### src/rtl/kpd_pkg.sv
// ----------------------------------------------------------------------------
// kpd_pkg
// Shared types, constants and helpers for the keypad scanner with its
// four-digit nibble display.
// ----------------------------------------------------------------------------
package kpd_pkg;

    // Debounce counter width (4 to 32)
    localparam int WAIT_WIDTH  = 16;
    localparam int CFG_WIDTH   = 16;
    localparam int DATA_WIDTH  = 32;
    localparam int ADDR_WIDTH  = 3;

    // Register map
    localparam logic [ADDR_WIDTH-1:0] ADDR_DEBOUNCE = 3'd0;
    localparam logic [CFG_WIDTH-1:0]  DEBOUNCE_RESET = 16'd50;

    // Key that clears the display
    localparam logic [3:0] KEY_CLEAR = 4'd15;

    typedef enum logic [1:0] {
        PH_SCAN         = 2'd0,
        PH_PRESS_WAIT   = 2'd1,
        PH_RELEASE      = 2'd2,
        PH_RELEASE_WAIT = 2'd3
    } t_phase;

    // One result beat
    typedef struct packed {
        logic [3:0] column_drive;
        logic       key_valid;
        logic [3:0] key_code;
        logic [7:0] display_low;
        logic [7:0] display_high;
    } t_result;

    // Key map, column then row
    function automatic logic [3:0] key_map(input logic [1:0] col, input logic [1:0] row);
        logic [3:0] code;
        case ({col, row})
            4'h0: code = 4'd13;
            4'h1: code = 4'd12;
            4'h2: code = 4'd11;
            4'h3: code = 4'd10;
            4'h4: code = 4'd15;
            4'h5: code = 4'd9;
            4'h6: code = 4'd6;
            4'h7: code = 4'd3;
            4'h8: code = 4'd0;
            4'h9: code = 4'd8;
            4'hA: code = 4'd5;
            4'hB: code = 4'd2;
            4'hC: code = 4'd14;
            4'hD: code = 4'd7;
            4'hE: code = 4'd4;
            default: code = 4'd1;
        endcase
        return code;
    endfunction

    // Wait length loaded into the counter, saturated to the counter width
    function automatic logic [WAIT_WIDTH-1:0] wait_load(input logic [CFG_WIDTH-1:0] d);
        logic [32:0] dx;
        logic [32:0] lim;
        dx  = 33'(d);
        lim = (33'(1) << WAIT_WIDTH) - 33'(1);
        return WAIT_WIDTH'((dx > lim) ? lim : dx);
    endfunction

endpackage

### src/rtl/kpd_cfg.sv
// ----------------------------------------------------------------------------
// kpd_cfg
// APB register file holding the debounce length.
// ----------------------------------------------------------------------------
module kpd_cfg
    import kpd_pkg::*;
(
    input  logic                  i_clk,
    input  logic                  i_rst_n,
    input  logic                  psel,
    input  logic                  penable,
    input  logic                  pwrite,
    input  logic [ADDR_WIDTH-1:0] paddr,
    input  logic [DATA_WIDTH-1:0] pwdata,
    output logic [DATA_WIDTH-1:0] prdata,
    output logic                  pready,
    output logic [CFG_WIDTH-1:0]  o_debounce
);

    logic [CFG_WIDTH-1:0] r_debounce;
    logic                 sel_debounce;
    logic                 wr_en;

    // Word decode: low two bits are byte offset
    assign sel_debounce = (paddr[ADDR_WIDTH-1:2] == ADDR_DEBOUNCE[ADDR_WIDTH-1:2]);
    assign pready       = 1'b1;
    assign wr_en        = psel && penable && pwrite && pready;

    always_ff @(posedge i_clk) begin
        if (!i_rst_n) begin
            r_debounce <= DEBOUNCE_RESET;
        end else if (wr_en && sel_debounce) begin
            r_debounce <= pwdata[CFG_WIDTH-1:0];
        end
    end

    // Read back
    assign prdata     = sel_debounce ? DATA_WIDTH'(r_debounce) : '0;
    assign o_debounce = r_debounce;

endmodule

### src/rtl/kpd_core.sv
// ----------------------------------------------------------------------------
// kpd_core
// Scan state machine: column walk, press/release debounce and the digit
// shift register. State moves one tick per accepted beat.
// ----------------------------------------------------------------------------
module kpd_core
    import kpd_pkg::*;
(
    input  logic                 i_clk,
    input  logic                 i_rst_n,
    input  logic                 i_fire,
    input  logic [3:0]           i_row_lines,
    input  logic [CFG_WIDTH-1:0] i_debounce,
    output t_result              o_result
);

    t_phase                r_phase, n_phase;
    logic [1:0]            r_scan_column, n_scan_column;
    logic [WAIT_WIDTH-1:0] r_wait_count, n_wait_count;
    logic [1:0]            r_held_row, n_held_row;
    logic [3:0]            r_held_code, n_held_code;
    logic [15:0]           r_digit_store, n_digit_store;

    logic [1:0]            first_row;
    logic                  found;
    logic                  wait_done;
    logic                  released;
    logic                  report;

    // First pressed row, lowest index wins
    always_comb begin
        first_row = 2'd0;
        for (int r = 3; r >= 0; r--) begin
            if (!i_row_lines[r]) begin
                first_row = 2'(r);
            end
        end
    end

    assign found     = ~&i_row_lines;
    assign wait_done = (r_wait_count <= WAIT_WIDTH'(1));
    assign released  = i_row_lines[r_held_row];

    // Next phase
    always_comb begin
        n_phase = r_phase;
        case (r_phase)
            PH_SCAN:         if (found)     n_phase = PH_PRESS_WAIT;
            PH_PRESS_WAIT:   if (wait_done) n_phase = PH_RELEASE;
            PH_RELEASE:      if (released)  n_phase = PH_RELEASE_WAIT;
            PH_RELEASE_WAIT: if (wait_done) n_phase = PH_SCAN;
            default:         n_phase = PH_SCAN;
        endcase
    end

    // Datapath and outputs
    always_comb begin
        n_scan_column = r_scan_column;
        n_wait_count  = r_wait_count;
        n_held_row    = r_held_row;
        n_held_code   = r_held_code;
        n_digit_store = r_digit_store;
        report        = 1'b0;
        case (r_phase)
            PH_SCAN: begin
                if (found) begin
                    n_held_row   = first_row;
                    n_held_code  = key_map(r_scan_column, first_row);
                    n_wait_count = wait_load(i_debounce);
                end else begin
                    n_scan_column = r_scan_column + 2'd1;
                end
            end
            PH_PRESS_WAIT: begin
                n_wait_count = wait_done ? '0 : r_wait_count - WAIT_WIDTH'(1);
            end
            PH_RELEASE: begin
                if (released) begin
                    n_wait_count = wait_load(i_debounce);
                end
            end
            PH_RELEASE_WAIT: begin
                n_wait_count = wait_done ? '0 : r_wait_count - WAIT_WIDTH'(1);
                if (wait_done) begin
                    report        = 1'b1;
                    n_scan_column = 2'd0;
                    n_digit_store = (r_held_code == KEY_CLEAR) ? 16'd0
                                  : {r_digit_store[11:0], r_held_code};
                end
            end
            default: ;
        endcase

        o_result.column_drive = ~(4'd1 << r_scan_column);
        o_result.key_valid    = report;
        o_result.key_code     = report ? r_held_code : 4'd0;
        o_result.display_low  = n_digit_store[7:0];
        o_result.display_high = n_digit_store[15:8];
    end

    // State registers, stepped once per accepted beat
    always_ff @(posedge i_clk) begin
        if (!i_rst_n) begin
            r_phase       <= PH_SCAN;
            r_scan_column <= 2'd0;
            r_wait_count  <= '0;
            r_held_row    <= 2'd0;
            r_held_code   <= 4'd0;
            r_digit_store <= 16'd0;
        end else if (i_fire) begin
            r_phase       <= n_phase;
            r_scan_column <= n_scan_column;
            r_wait_count  <= n_wait_count;
            r_held_row    <= n_held_row;
            r_held_code   <= n_held_code;
            r_digit_store <= n_digit_store;
        end
    end

`ifndef SYNTHESIS
    // A report returns the scanner to column 0
    a_report_restart: assert property (@(posedge i_clk) disable iff (!i_rst_n)
        (i_fire && o_result.key_valid) |=> (r_phase == PH_SCAN && r_scan_column == 2'd0))
        else $error("scan did not restart after report");

    // Idle scan tick walks to the next column
    a_column_walk: assert property (@(posedge i_clk) disable iff (!i_rst_n)
        (i_fire && r_phase == PH_SCAN && (&i_row_lines))
        |=> (r_scan_column == $past(r_scan_column) + 2'd1))
        else $error("column did not advance");

    // Exactly one column driven low
    a_one_column: assert property (@(posedge i_clk) disable iff (!i_rst_n)
        $onehot(~o_result.column_drive))
        else $error("column drive not one-cold");

    // Press wait never lasts past the loaded length without leaving
    a_wait_exit: assert property (@(posedge i_clk) disable iff (!i_rst_n)
        (i_fire && r_phase == PH_PRESS_WAIT && wait_done) |=> (r_phase == PH_RELEASE))
        else $error("press wait did not end");
`endif

endmodule

### src/rtl/kpd_out.sv
// ----------------------------------------------------------------------------
// kpd_out
// Result register between the scan logic and the output channel.
// ----------------------------------------------------------------------------
module kpd_out
    import kpd_pkg::*;
(
    input  logic    i_clk,
    input  logic    i_rst_n,
    input  logic    i_load,
    input  t_result i_result,
    input  logic    i_ready,
    output logic    o_valid,
    output t_result o_result,
    output logic    o_space
);

    logic    r_valid;
    t_result r_result;

    // Space when empty or the held beat leaves this cycle
    assign o_space = !r_valid || i_ready;

    always_ff @(posedge i_clk) begin
        if (!i_rst_n) begin
            r_valid <= 1'b0;
        end else if (i_load) begin
            r_valid <= 1'b1;
        end else if (i_ready) begin
            r_valid <= 1'b0;
        end
    end

    always_ff @(posedge i_clk) begin
        if (i_load) begin
            r_result <= i_result;
        end
    end

    assign o_valid  = r_valid;
    assign o_result = r_result;

endmodule

### src/rtl/keypad_scan_digit_display.sv
// ----------------------------------------------------------------------------
// keypad_scan_digit_display
// 4x4 keypad scanner with press/release debounce and a four-digit display.
//
//   channel   direction  handshake            payload
//   input     in         i_valid / o_ready    i_row_lines
//   output    out        o_valid / i_ready    o_column_drive, o_key_valid,
//                                             o_key_code, o_display_low/high
//   config    in         APB psel/penable     debounce_ticks at 0x0
//
// One tick per cycle: a row sample is taken every cycle that the result
// register is empty or being drained, and its result appears the next cycle.
// The result is held in the single result register.
// Synchronous active-low reset clears the scan state and display; debounce
// returns to 50 ticks. A stalled output holds its beat and stops input.
// ----------------------------------------------------------------------------
module keypad_scan_digit_display
    import kpd_pkg::*;
(
    input  logic                  i_clk,
    input  logic                  i_rst_n,
    input  logic                  i_valid,
    output logic                  o_ready,
    input  logic [3:0]            i_row_lines,
    output logic                  o_valid,
    input  logic                  i_ready,
    output logic [3:0]            o_column_drive,
    output logic                  o_key_valid,
    output logic [3:0]            o_key_code,
    output logic [7:0]            o_display_low,
    output logic [7:0]            o_display_high,
    input  logic                  psel,
    input  logic                  penable,
    input  logic                  pwrite,
    input  logic [ADDR_WIDTH-1:0] paddr,
    input  logic [DATA_WIDTH-1:0] pwdata,
    output logic [DATA_WIDTH-1:0] prdata,
    output logic                  pready
);

    logic [CFG_WIDTH-1:0] debounce;
    logic                 fire;
    logic                 space;
    t_result              core_result;
    t_result              out_result;

    assign o_ready = space;
    assign fire    = i_valid && space;

    // Configuration registers
    kpd_cfg u_cfg (
        .i_clk      (i_clk),
        .i_rst_n    (i_rst_n),
        .psel       (psel),
        .penable    (penable),
        .pwrite     (pwrite),
        .paddr      (paddr),
        .pwdata     (pwdata),
        .prdata     (prdata),
        .pready     (pready),
        .o_debounce (debounce)
    );

    // Scan state machine
    kpd_core u_core (
        .i_clk       (i_clk),
        .i_rst_n     (i_rst_n),
        .i_fire      (fire),
        .i_row_lines (i_row_lines),
        .i_debounce  (debounce),
        .o_result    (core_result)
    );

    // Result register
    kpd_out u_out (
        .i_clk    (i_clk),
        .i_rst_n  (i_rst_n),
        .i_load   (fire),
        .i_result (core_result),
        .i_ready  (i_ready),
        .o_valid  (o_valid),
        .o_result (out_result),
        .o_space  (space)
    );

    assign o_column_drive = out_result.column_drive;
    assign o_key_valid    = out_result.key_valid;
    assign o_key_code     = out_result.key_code;
    assign o_display_low  = out_result.display_low;
    assign o_display_high = out_result.display_high;

endmodule

### config.mk
export PLATFORM = sky130hd
export DESIGN_NAME = keypad_scan_digit_display
export DESIGN_NICKNAME = d
export VERILOG_FILES = /design/src/rtl/kpd_pkg.sv /design/src/rtl/kpd_cfg.sv /design/src/rtl/kpd_core.sv /design/src/rtl/kpd_out.sv /design/src/rtl/keypad_scan_digit_display.sv
export SDC_FILE = /design/constraint.sdc
export NUM_CORES = 1
export LEC_CHECK = 0
export BUFFER_PORTS_ARGS = -buffer_cell sky130_fd_sc_hd__buf_2
export CORE_MARGIN = 2
export CORE_UTILIZATION = 58
export DETAILED_ROUTE_END_ITERATION = 10
export PLACE_DENSITY = 0.95
export SKIP_LAST_GASP = 1
export SYNTH_ARGS = -nofsm -noshare
export SYNTH_HDL_FRONTEND = slang
export SYNTH_SLANG_ARGS = --single-unit
### constraint.sdc
create_clock -name i_clk -period 4.3 [get_ports i_clk]
set_input_delay 0.86 -clock i_clk [delete_from_list [all_inputs] [get_ports i_clk]]
set_output_delay 0.86 -clock i_clk [all_outputs]
set_load 0.005 [all_outputs]
# After elaboration in Yosys (flattened, before gate mapping)
# Memories as Yosys holds them, arrays and structs flattened. A register that Yosys moved wholly into a read port is not among the register bits.
# Index checks and enable logic that the tools add are counted.
# word_totals
ff_bits	80
latchBits	0
mem_bits_rw	0
romBits	64
input_bits	46
out_inout_bits	60
elab_cells	71
memories	1
# mem_list
memory	depth	width	read_ports	rd_ports_with_merged_regs	wr	line	source
(no name shown)	16	4	1	1	0	kpd_pkg.sv:40	case ({col, row})
# classes
add_sub_neg	2
mul	0
n_div	0
n_lt_le_gt_ge	2
eq_ne	9
shift	1
n_mux	25
bitwise_logic	3
n_reduce_logical	16
# op_table
operator	n
2-to-1 mux 16 bit	7
case mux 16 bit (3 select lines)	1
2-to-1 mux 2 bit	9
less-or-equal comparator 16 x 1 -> 1 bit (second input constant)	1
subtractor 16 x 1 -> 16 bit (second input constant)	1
inequality test 2 x 1 -> 1 bit (second input constant)	4
case mux 2 bit (4 select lines)	1
AND reduction 4 bit	2
AND reduction 3 bit	2
2-to-1 mux 1 bit	5
AND reduction 5 bit	1
== test 2 bit (second input constant)	2
== test 4 bit (second input constant)	1
logical AND 1 bit	4
NOT 4 bit	1
case mux 2 bit (2 select lines)	1
nonzero test 2 bit	2
left shift 1 x 2 -> 4 bit (first input constant)	1
< comparator 2 x 3 -> 1 bit (second input constant)	1
adder 2 x 1 -> 2 bit (second input constant)	1
binary-select mux 1 bit (select 2 bit)	1
== test 2 x 1 -> 1 bit (second input constant)	1
zero test 1 bit	2
zero test 2 bit	1
4 further kinds	5

# Longest topological paths before layout
# depth
word_depth	4
mapped_depth	9
mapped_depth_nobuf	7

# Hierarchy
# A second synthesis with hierarchy kept.
# hier_totals
hier_cells	475
area_unflattened_um2	4277.9
# modules_own_cells
mod	instances	cells_each	area_each_um2	seq_area_each_um2
kpd_core	1	339	2549.9	840.8
kpd_cfg	1	106	922.1	320.3
kpd_out	1	29	799.5	770.7
keypad_scan_digit_display	1	1	6.3	0.0

# Least setup slack after synthesis
# OpenSTA, ideal clock, no wires.
# synth_path
path_type	input port to flip-flop
startpoint	in i_ready
endpoint	reg u_core.r_digit_store[5]
setup_ns	0.130
arrival_time_ns	2.331
required_time_ns	4.170
slack_ns	1.839
path_stages	7
path_buffers	1
path_cell_list	nand2b_1 nand2_1 inv_1 nand4_1 clkbuf_1 nand3_1 o21ai_0
# synth_between
elab_chain_len	2
# synth_lines
item	line	source
start, declared	keypad_scan_digit_display.sv:26	input logic i_ready,
logical OR 1 bit	kpd_out.sv:22	assign o_space = !r_valid || i_ready;
logical AND 1 bit	keypad_scan_digit_display.sv:48	assign fire = i_valid && space;
named net fire	keypad_scan_digit_display.sv:42	logic fire;
end signal, assigned	kpd_core.sv:116	r_digit_store <= n_digit_store;
end, declared	kpd_core.sv:22	logic [15:0] r_digit_store, n_digit_store;
# The timed path passes the listed nets, and every way through them passes these cells.
# A chain may end at the register's enable or synchronous reset.

# Worst setup path after layout
# layout_path
startpoint	reg u_core.r_wait_count[4]
endpoint	reg u_core.r_digit_store[3]
# layout_between
elab_chain_len	3
# layout_lines
item	line	source
start, declared	kpd_core.sv:19	logic [WAIT_WIDTH-1:0] r_wait_count, n_wait_count;
start signal, assigned	kpd_core.sv:113	r_wait_count <= n_wait_count;
less-or-equal comparator 16 x 1 -> 1 bit	kpd_core.sv:41	assign wait_done = (r_wait_count <= WAIT_WIDTH'(1));
2-to-1 mux 16 bit	kpd_core.sv:84	if (wait_done) begin
2-to-1 mux 16 bit	kpd_core.sv:64	case (r_phase)
# Every way passes these cells.

==> run metrics <==
drt pass-1 iters 5; final net count 605; CTS tree built; initial antenna violation count 0; Hold Vio Cnt, Final 0; IO Port Bufs 70; R2R Setup Slk 1450 ps; Seq cells post-synth 84; via count 3778; Reg clk slew, reported paths 80 ps; hold_sp u_core.r_digit_store[14]$_SDFFE_PN0P_; RSZ-0062 raised after global routing no; clock net sink count 84; H-tree levels 3; setup bufs post-CTS 0; element type at the critical path start register; Cell Chain, Critical Path nor4_4, o211a_4, nand4_1, o31ai_1; upper clock frequency limit about 0.35 GHz; hold depth 2; total I/O pin count about 110; reg-to-reg startpoint u_core.r_wait_count[4]$_SDFFE_PN0P_; ant diodes 0; reg2reg end u_core.r_digit_store[3]$_SDFFE_PN0P_; Tot GR Track Use 0.2277; routed len/inst 14.21 um; post_cts resized 0; Hold EP u_core.r_digit_store[14]$_SDFFE_PN0P_; minimum hold slack between 400 and 500 ps; number of global-route vias before repair 3346; hold_buf cts 0; sequential element share of the synthesized area 0.4503; status finished clean; Post-DP Area between 0.004 and 0.005 mm2; Post-synth top flop dfxtp_1; critical path class reg2reg; WL final 9.268 mm; hold crit path type reg2reg; Yosys cell types 57; Max VDD drop just under 0.2 mV; Layout area overhead 12.04%; GR Overflow Total 0; clock latency on the worst-skew pair about 360 ps; Final HPWL DP 6.323 mm; final worst path period share 0.6636; fraction of registers with async set/reset 0; Ys Warns 0; Fin Clk Skew approximately 6.8 ps; Slew HR 0.2805; cell family with most CP delay simple AND/OR/NAND/NOR gates; Req. time, crit path 4540 ps; buffers plus inverters on the worst setup path 0; count of final setup violators 0; critical path peak fanout 32; Power Density between 300 and 400 mW/mm2; number of maximum-capacitance violations 0; WP data arrival just over 3000 ps; maximum clock path buffer count 2; Setup TNS 0 ps; slowest stage cell, crit path nand4_1; placer's final routability congestion estimate roughly 0.91; CTS root buf clkbuf_8; Die Height 90.01 um; Final Cell Area 0.004807 mm2; Iter 0 DRT Violations slightly above 300; pin count of the biggest net entering global routing 38; DRC violations left 0; Vias per Instance 5.794; slowest stage delay, CP between 800 and 900 ps; Least-Margin Pin Slew 1076 ps; cts bufs inserted 9; R2R cell count 4; CORE AREA 0.007214 mm2; global-route wire length before repair ~15 mm; die width 90.01 um; Starting Density 0.5947; Slew Limit Fails 0; Worst Setup End Kind register; Synth Instances 496; share of layout cells above drive strength 1 0.1772; EDFF count, synth 25; Lkg Pwr 0.001880 uW; Post-Syn Area 0.004290 mm2; fill count 575; min Tclk post-route 2854 ps; Antenna Nets Post-Route 0; DIE AREA 0.008101 mm2; Synth Area per Inst 8.650 um2; Rows 31
cell families (layout without fill, tap and decap cells):
| kind of cell | after synthesis | after routing | share of synthesized area |
|---|---|---|---|
| muxes | 2 | 2 | 0.007582 |
| xor gates and xnor gates | 5 | 5 | 0.01021 |
| DFF | 84 | 84 | 0.4503 |
| other | 2 | 17 | 0.001750 |
| AOI/OAI and AO/OA | 121 | 121 | 0.1861 |
| buffers and inverters | 62 | 104 | 0.07116 |
| adders and majority gates | 11 | 11 | 0.03208 |
| and+or+nand+nor | 209 | 209 | 0.2409 |
power breakdown:
group,internal (uW),leakage (uW),switching [uW],total [uW]
clock network,327,0.000104,291,618
registers,853,0.000724,40.0,893
logic,133,0.00105,223,356
total,1310,0.00188,554,1870
worst max-delay path by stage:
stage	start	endpoint	slack [ps]	cells past startpoint
after CTS	u_core.r_wait_count[4]$_SDFFE_PN0P_	u_core.r_digit_store[3]$_SDFFE_PN0P_	1470	4
after global routing	i_ready	u_core.r_digit_store[1]$_SDFFE_PN0P_	1120	7
final	u_core.r_wait_count[4]$_SDFFE_PN0P_	u_core.r_digit_store[3]$_SDFFE_PN0P_	1450	4
after global placement	i_ready	u_core.r_digit_store[0]$_SDFFE_PN0P_	1320	7
after floorplan	i_ready	u_core.r_digit_store[5]$_SDFFE_PN0P_	1840	7
after detailed placement	i_ready	u_core.r_digit_store[8]$_SDFFE_PN0P_	1180	8
final cells by class:
cell class / instances / area (um2) / share of cell area
Inverter: 16 / 60.06 / 0.01249
Timing Repair Buffer: 72 / 365.4 / 0.07600
Tap cell: 99 / 123.9 / 0.02577
Multi-Input combinational cell: 365 / 2110 / 0.4388
Sequential cell: 84 / 1932 / 0.4019
Clock buffer: 10 / 127.6 / 0.02655
Clock inverter: 6 / 88.84 / 0.01848
metal layers:
layer  vias to the layer above  track usage  routed length, um  share of wire
met2                       164       0.3935               4616           0.50
met4                         0      0.09359                172          0.019
met5                         -            0                  0              0
met3                        16      0.03856                590          0.064
li1                       1835            -                  -              -
met1                      1763       0.2825               3890           0.42
Yosys cell counts (4+ instances only):
cell / count / area, um2
edfxtp_1: 25 / 750.7
or4_1: 4 / 30.03
nand3_1: 36 / 180.2
a21boi_0: 17 / 127.6
nor2_1: 18 / 67.56
nand2_1: 90 / 337.8
a221oi_1: 5 / 43.79
clkbuf_1: 24 / 90.09
inv_1: 16 / 60.06
dfxtp_1: 59 / 1181
o21ai_0: 45 / 225.2
a21oi_1: 17 / 85.08
o211ai_1: 6 / 45.04
nor4_1: 4 / 25.02
and3_1: 5 / 31.28
nor3_1: 8 / 40.04
ha_1: 11 / 137.6
nor2b_1: 17 / 106.4
buf_4: 17 / 127.6
nand4_1: 7 / 43.79
o31ai_1: 7 / 52.55
flip-flops by register name, summed over array words and instances (netlist names):
name                  flops
u_cfg.o_debounce         16
u_core.r_digit_store     16
u_core.r_held_code        4
u_core.r_held_row         2
u_core.r_phase            2
u_core.r_scan_column      2
u_core.r_wait_count      16
u_out.o_result           25
u_out.o_valid             1
worst reg2reg max path, delay by kind of cell (launching register included):
family	cells	cell delay, ps
compound gates	2	880
flops	1	420
simple gates	2	1440
cell usage in the layout (no fill, tap or decap), drive strengths merged, types with 10 or more instances in the layout:
| master | synthesis | layout |
|---|---|---|
| buf | 22 | 72 |
| clkbuf | 24 | 10 |
| nor2b | 17 | 17 |
| a21oi | 18 | 18 |
| o21ai | 46 | 46 |
| conb | 2 | 17 |
| dfxtp | 59 | 59 |
| nand2 | 90 | 90 |
| edfxtp | 25 | 25 |
| a21boi | 17 | 17 |
| nor2 | 19 | 19 |
| nand3 | 36 | 36 |
| inv | 16 | 16 |
| ha | 11 | 11 |
through the flow:
step | instances | total power [uW] | util | setup slack, ps
2_1_floorplan | 511 | 1172 | - | 1839
3_3_place_gp | 636 | 1240 | 0.6363 | 1315
3_5_place_dp | 636 | 1254 | 0.6363 | 1177
4_1_cts | 652 | 1860 | 0.6663 | 1474
5_1_grt | 652 | 1940 | 0.6663 | 1124
6_report | 652 | 1867 | 0.6663 | 1446
No activity file was read; power rests on OpenSTA's default activity.
